===== src/rtl/tiled_matrix_multiply_mod_assert.svh =====
// Assertion macros for the RTL; tmm_ctrl is the file that includes them.
`ifndef TILED_MATRIX_MULTIPLY_MOD_ASSERT_SVH
`define TILED_MATRIX_MULTIPLY_MOD_ASSERT_SVH
// Implication check, disabled during reset.
`define TMM_ASSERT_IMP(label, clk, rst_n, ante, cons) \
  label: assert property (@(posedge clk) disable iff (!rst_n) (ante) |-> (cons)) \
    else $error("assertion failed");
// Next-cycle implication check, disabled during reset.
`define TMM_ASSERT_NXT(label, clk, rst_n, ante, cons) \
  label: assert property (@(posedge clk) disable iff (!rst_n) (ante) |=> (cons)) \
    else $error("assertion failed");
`endif


===== src/rtl/tmm_pkg.sv =====
// ----------------------------------------------------------------------------
// tmm_pkg
// Types and constants of the tiled matrix multiply block.
// ----------------------------------------------------------------------------
package tmm_pkg;
  localparam int Dim      = 128;
  localparam int Tile     = 4;
  localparam int ElemBits = 10;
  localparam int IdxBits  = 7;
  localparam int KBits    = $clog2(Dim);
  localparam int TBits    = $clog2(Tile);
  localparam int NElem    = Tile * Tile;
  localparam int EBits    = $clog2(NElem);
  localparam int AddrBits = 2 * KBits;

  typedef enum logic [1:0] {
    OP_WR_A = 2'd0,
    OP_WR_B = 2'd1,
    OP_TILE = 2'd2,
    OP_NOP  = 2'd3
  } op_e;

  typedef enum logic [2:0] {
    ST_IDLE,
    ST_CLEAR,
    ST_ACC,
    ST_DRAIN,
    ST_EMIT
  } state_e;

  typedef struct packed {
    logic              in_ready;  // accept input word
    logic              clear;     // zero accumulators
    logic              acc_en;    // issue read at k
    logic [KBits-1:0]  k;
    logic              out_valid;
    logic [EBits-1:0]  elem;      // element under output
  } cmd_t;
endpackage


===== src/rtl/tmm_ctrl.sv =====
// ----------------------------------------------------------------------------
// tmm_ctrl
// Sequencer: walks the inner dimension, then streams the tile out.
// ----------------------------------------------------------------------------
`include "tiled_matrix_multiply_mod_assert.svh"
module tmm_ctrl (
  input  logic           clk_i,
  input  logic           rst_ni,
  input  logic           in_valid_i,
  input  logic [1:0]     in_op_i,
  input  logic           out_ready_i,
  output tmm_pkg::cmd_t  cmd_o
);
  tmm_pkg::state_e state_q, state_d;
  logic [tmm_pkg::KBits-1:0] k_q, k_d;
  logic [tmm_pkg::EBits-1:0] e_q, e_d;
  logic [1:0] drain_q, drain_d;

  always_ff @(posedge clk_i or negedge rst_ni) begin
    if (!rst_ni) begin
      state_q <= tmm_pkg::ST_IDLE;
      k_q <= '0;
      e_q <= '0;
      drain_q <= '0;
    end else begin
      state_q <= state_d;
      k_q <= k_d;
      e_q <= e_d;
      drain_q <= drain_d;
    end
  end

  always_comb begin
    state_d = state_q;
    k_d = k_q;
    e_d = e_q;
    drain_d = drain_q;
    unique case (state_q)
      tmm_pkg::ST_IDLE: begin
        if (in_valid_i && in_op_i == tmm_pkg::OP_TILE) state_d = tmm_pkg::ST_CLEAR;
      end
      tmm_pkg::ST_CLEAR: begin
        k_d = '0;
        state_d = tmm_pkg::ST_ACC;
      end
      tmm_pkg::ST_ACC: begin
        k_d = k_q + 1'b1;
        if (k_q == tmm_pkg::KBits'(tmm_pkg::Dim - 1)) begin
          drain_d = '0;
          state_d = tmm_pkg::ST_DRAIN;
        end
      end
      tmm_pkg::ST_DRAIN: begin
        // read latency plus multiply stage
        drain_d = drain_q + 1'b1;
        if (drain_q == 2'd2) begin
          e_d = '0;
          state_d = tmm_pkg::ST_EMIT;
        end
      end
      tmm_pkg::ST_EMIT: begin
        if (out_ready_i) begin
          e_d = e_q + 1'b1;
          if (e_q == tmm_pkg::EBits'(tmm_pkg::NElem - 1)) state_d = tmm_pkg::ST_IDLE;
        end
      end
      default: state_d = tmm_pkg::ST_IDLE;
    endcase
  end

  always_comb begin
    cmd_o = '0;
    cmd_o.k = k_q;
    cmd_o.elem = e_q;
    unique case (state_q)
      tmm_pkg::ST_IDLE:  cmd_o.in_ready = 1'b1;
      tmm_pkg::ST_CLEAR: cmd_o.clear = 1'b1;
      tmm_pkg::ST_ACC:   cmd_o.acc_en = 1'b1;
      tmm_pkg::ST_DRAIN: cmd_o.acc_en = 1'b0;
      tmm_pkg::ST_EMIT:  cmd_o.out_valid = 1'b1;
      default: cmd_o = '0;
    endcase
  end

  `TMM_ASSERT_IMP(a_ready_idle, clk_i, rst_ni, cmd_o.in_ready, !cmd_o.out_valid && !cmd_o.acc_en)
  `TMM_ASSERT_NXT(a_tile_start, clk_i, rst_ni, cmd_o.in_ready && in_valid_i && in_op_i == tmm_pkg::OP_TILE, cmd_o.clear)
  `TMM_ASSERT_NXT(a_acc_end, clk_i, rst_ni, cmd_o.acc_en && k_q == tmm_pkg::KBits'(tmm_pkg::Dim - 1), state_q == tmm_pkg::ST_DRAIN)
endmodule


===== config.mk =====
export PLATFORM = sky130hd
export DESIGN_NAME = tmm_ctrl
export DESIGN_NICKNAME = d
export VERILOG_FILES = /design/src/rtl/tmm_pkg.sv /design/src/rtl/tmm_ctrl.sv
export VERILOG_INCLUDE_DIRS = /design/src /design/src/rtl
export SDC_FILE = /design/constraint.sdc
export NUM_CORES = 1
export LEC_CHECK = 0
export BUFFER_PORTS_ARGS = -buffer_cell sky130_fd_sc_hd__buf_2
export CORE_MARGIN = 2
export CORE_UTILIZATION = 25
export CTS_BUF_LIST = sky130_fd_sc_hd__clkbuf_16
export DETAILED_ROUTE_END_ITERATION = 8
export SKIP_CTS_REPAIR_TIMING = 1
export SYNTH_ARGS = -nofsm -noshare
export SYNTH_HDL_FRONTEND = slang
export SYNTH_SLANG_ARGS = --single-unit
export TNS_END_PERCENT = 100

===== constraint.sdc =====
create_clock -name clk_i -period 2.5 [get_ports clk_i]
set_input_delay 0.625 -clock clk_i [delete_from_list [all_inputs] [get_ports clk_i]]
set_output_delay 0.625 -clock clk_i [all_outputs]
set_load 0.01 [all_outputs]

==> out/qor.yml <==
run_status: "completed"
power_density_of_the_placed_cells_mw_per_mm2: 1130
antennaDiodeCount: 0
first_pass_iters: 4
start_kind: "register"
setup_violations: 0
globalRouteTotalUtil_pct: 11.8
timing.fmax_mhz: 467
comb_power_share_pct: 46.1
yosys.area.top_type: "dfrtp_1"
die_h_um: 68.0
clock-sinks: 16
worst_slack_ps: 360
remaining_drc_errors: 0
vdd_ir_drop_max_uv: 271
worst_slew_pin_slew_ps: 645
initialDrtViolationCount: 20
max-slew-margin-rel_pct: 56.7
finalWirelength_mm: 2.33
grt_antenna_before_repair: 0
pwr-share-clk_pct: 22.0
hold_viol: 0
clock_tree.root_cell: "clkbuf_16"
synth_simple_gate_area_share_pct: 34.1
die_w_um: 68.0
syn_to_final_growth_pct: 21.8
wire_length_of_the_first_global_routing_pass_mm: 4.17
final_layout_size_suffix_gt1_share_pct: 22.6
arr_time_crit_path_ps: 1520
worst_slack_at_placement_ps: 311
synth-seq-area-share_pct: 39.1
cts_tree: "done"
p_leak_nw: 0.606
fp-row-count: 23
synth_compound_gate_area_share_pct: 13.4
synth_enable_flop_cells: 0
wl_per_cell_um: 12.7
synth-main-ff-cell: "dfrtp_1"
power_report.internal_total_mw: 0.858
synth.area.mux_share_pct: 2.93
layout.nets: 144
synth_fa_ha_area_share_pct: 3.67
r2r_start: "state_q[2]$_DFFE_PN0P_"
yosysWarningCount: 0
sequential_group_share_of_total_power_pct: 31.9
worstSetupEndpointType: "output port"
clock_h_tree_levels: 1
crit_start: "state_q[0]$_DFFE_PN0P_"
synthCells: 114
floorplan.die_area_mm2: 0.00462
cp.required_ps: 1880
port-buffer-count: 20
grt_pass1_vias: 913
finalWeightedCongestion: 0.757
number_of_distinct_standard_cells_referenced_by_the_synthesized_netlist: 36
drtAntennaViolNets: 0
fraction_of_power_spent_switching_nets_pct: 39.1
worst-setup-path-type: "register to output port"
syn_nets: 123
timing.final.max_slew_violations: 0
cts_inserted_buffers: 3
syn-cell-area_mm2: 0.00102
synth_top_family_by_area: "simple AND/OR/NAND/NOR gates"
synthXorXnorAreaFrac_pct: 0.856
power_switching_mw: 0.550
vias: 887
core_area_mm2: 0.00397
fin_crit_sh_pct: 85.6
crit_path_max_fanout: 24
final_clock_skew_ps: 1.65
final_core_utilization_pct: 31.4
cts.clk_slew.worst_paths_ps: 50
min_path_type: "primary input to async pin"
final_period_minus_worst_setup_slack_ps: 2140
post_synth.cell_area_avg_um2: 8.98
largest_net_degree_at_the_start_of_global_routing: 25
maxCapViolCount: 0
detailedPlacementHpwl_mm: 1.75
viasPerCell: 4.85
grt_remaining_overflow: 0
starting_density_pct: 25.8
clk-insertion-delay-late_ps: 240
clockBufferDepth: 2
final.fill_count: 419
post_synth_main_area_contributors: "dfrtp_1, and2_1, o21ai_0"
rsz0062_at_grt: "no"
synth-async-reset-ratio_pct: 100
setup_tns_ps: 0
ff_latch_count_synth: 16
synth.top_cell.area_share_pct: 39.1
ios: 21
routing by layer:
metal	routed length (µm)	vias to the layer above	global-route usage (%)
met5	0	-	0
met3	79	2	2.14
met2	1200	14	20.0
met1	1010	418	14.5
li1	-	453	-
met4	33	0	5.25
metrics by stage:
step / area (µm²) / power [mW] / std cells / hold slack [ps]
finish: 1250 / 1.41 / 183 / 292
global route: 1250 / 1.54 / 183 / 321
CTS: 1250 / 1.42 / 183 / 307
detailed placement: 1170 / 1.11 / 180 / 516
global placement: 1170 / 1.08 / 180 / 490
floorplan: 1020 / 0.912 / 114 / 329
sequential cells by signal, summed over array words and instances (netlist names):
signal and cells:
drain_q 2, e_q 4, k_q 7, state_q 3
layout make-up:
type | count | area, µm² | share of cell area (%)
Multi-Input combinational cell | 85 | 563 | 45.2
Sequential cell | 16 | 400 | 32.1
Timing Repair Buffer | 23 | 123 | 9.84
Clock buffer | 3 | 75.1 | 6.02
Tap cell | 50 | 62.6 | 5.02
Inverter | 6 | 22.5 | 1.81
critical path, cell delays in order, from the launching register on:
cell	delay, ps
dfrtp_1	350
buf_4	240
or3b_1	440
inv_1	100
buf_2	130
path summary, 6_finish.rpt:
kind                            depth (start not counted)                 end  slack [ps]
worst max-delay path                                    4           cmd_o[13]         360
worst min-delay path                                    1  e_q[2]$_DFFE_PN0P_         290
worst max register to register                          4  k_q[6]$_DFFE_PN0P_         870
worst min register to register                          1  k_q[5]$_DFFE_PN0P_         520
max in group asynchronous                               1  k_q[3]$_DFFE_PN0P_        1940
min in group clk_i                                      1  k_q[5]$_DFFE_PN0P_         520
layout by cell type (no fill, tap or decap), types with 4 or more instances in the layout:
| cell | instances |
|---|---|
| buf_2 | 20 |
| nor2_1 | 5 |
| nor3_1 | 5 |
| dfrtp_1 | 16 |
| nand2_1 | 8 |
| inv_1 | 6 |
| nand3_1 | 4 |
| o21ai_0 | 8 |
| and2_1 | 12 |
synth_stat cells, types with 2 or more instances:
library cell / instances
clkbuf_1: 3
buf_2: 3
o21ai_0: 9
nor2_1: 5
o211ai_1: 2
and3_1: 3
inv_1: 6
nand4_1: 2
nor3_1: 5
mux2i_1: 3
o31ai_1: 2
nand3_1: 4
nor4bb_1: 2
a211oi_1: 2
and2_1: 12
dfrtp_1: 16
or4_1: 3
nand2_1: 8
nand2b_1: 3
a21oi_1: 3
ha_1: 3
logic make-up after synthesis:
| group | after synthesis |
|---|---|
| AND/OR/NAND/NOR | 56 |
| XOR/XNOR | 1 |
| multiplexers | 3 |
| flip-flops | 16 |
| buffers and inverters | 13 |
| AO/OA/AOI/OAI | 22 |
| adder cells (fa/ha/maj) | 3 |
power by group through the flow:
stage	clock network (mW)	logic, mW	registers, mW
2_1_floorplan	0	0.488	0.424
3_3_place_gp	0	0.635	0.447
3_5_place_dp	0	0.660	0.454
4_1_cts	0.312	0.662	0.450
5_1_grt	0.323	0.743	0.471
6_report	0.310	0.648	0.450
No activity file was read; power rests on OpenSTA's default activity.
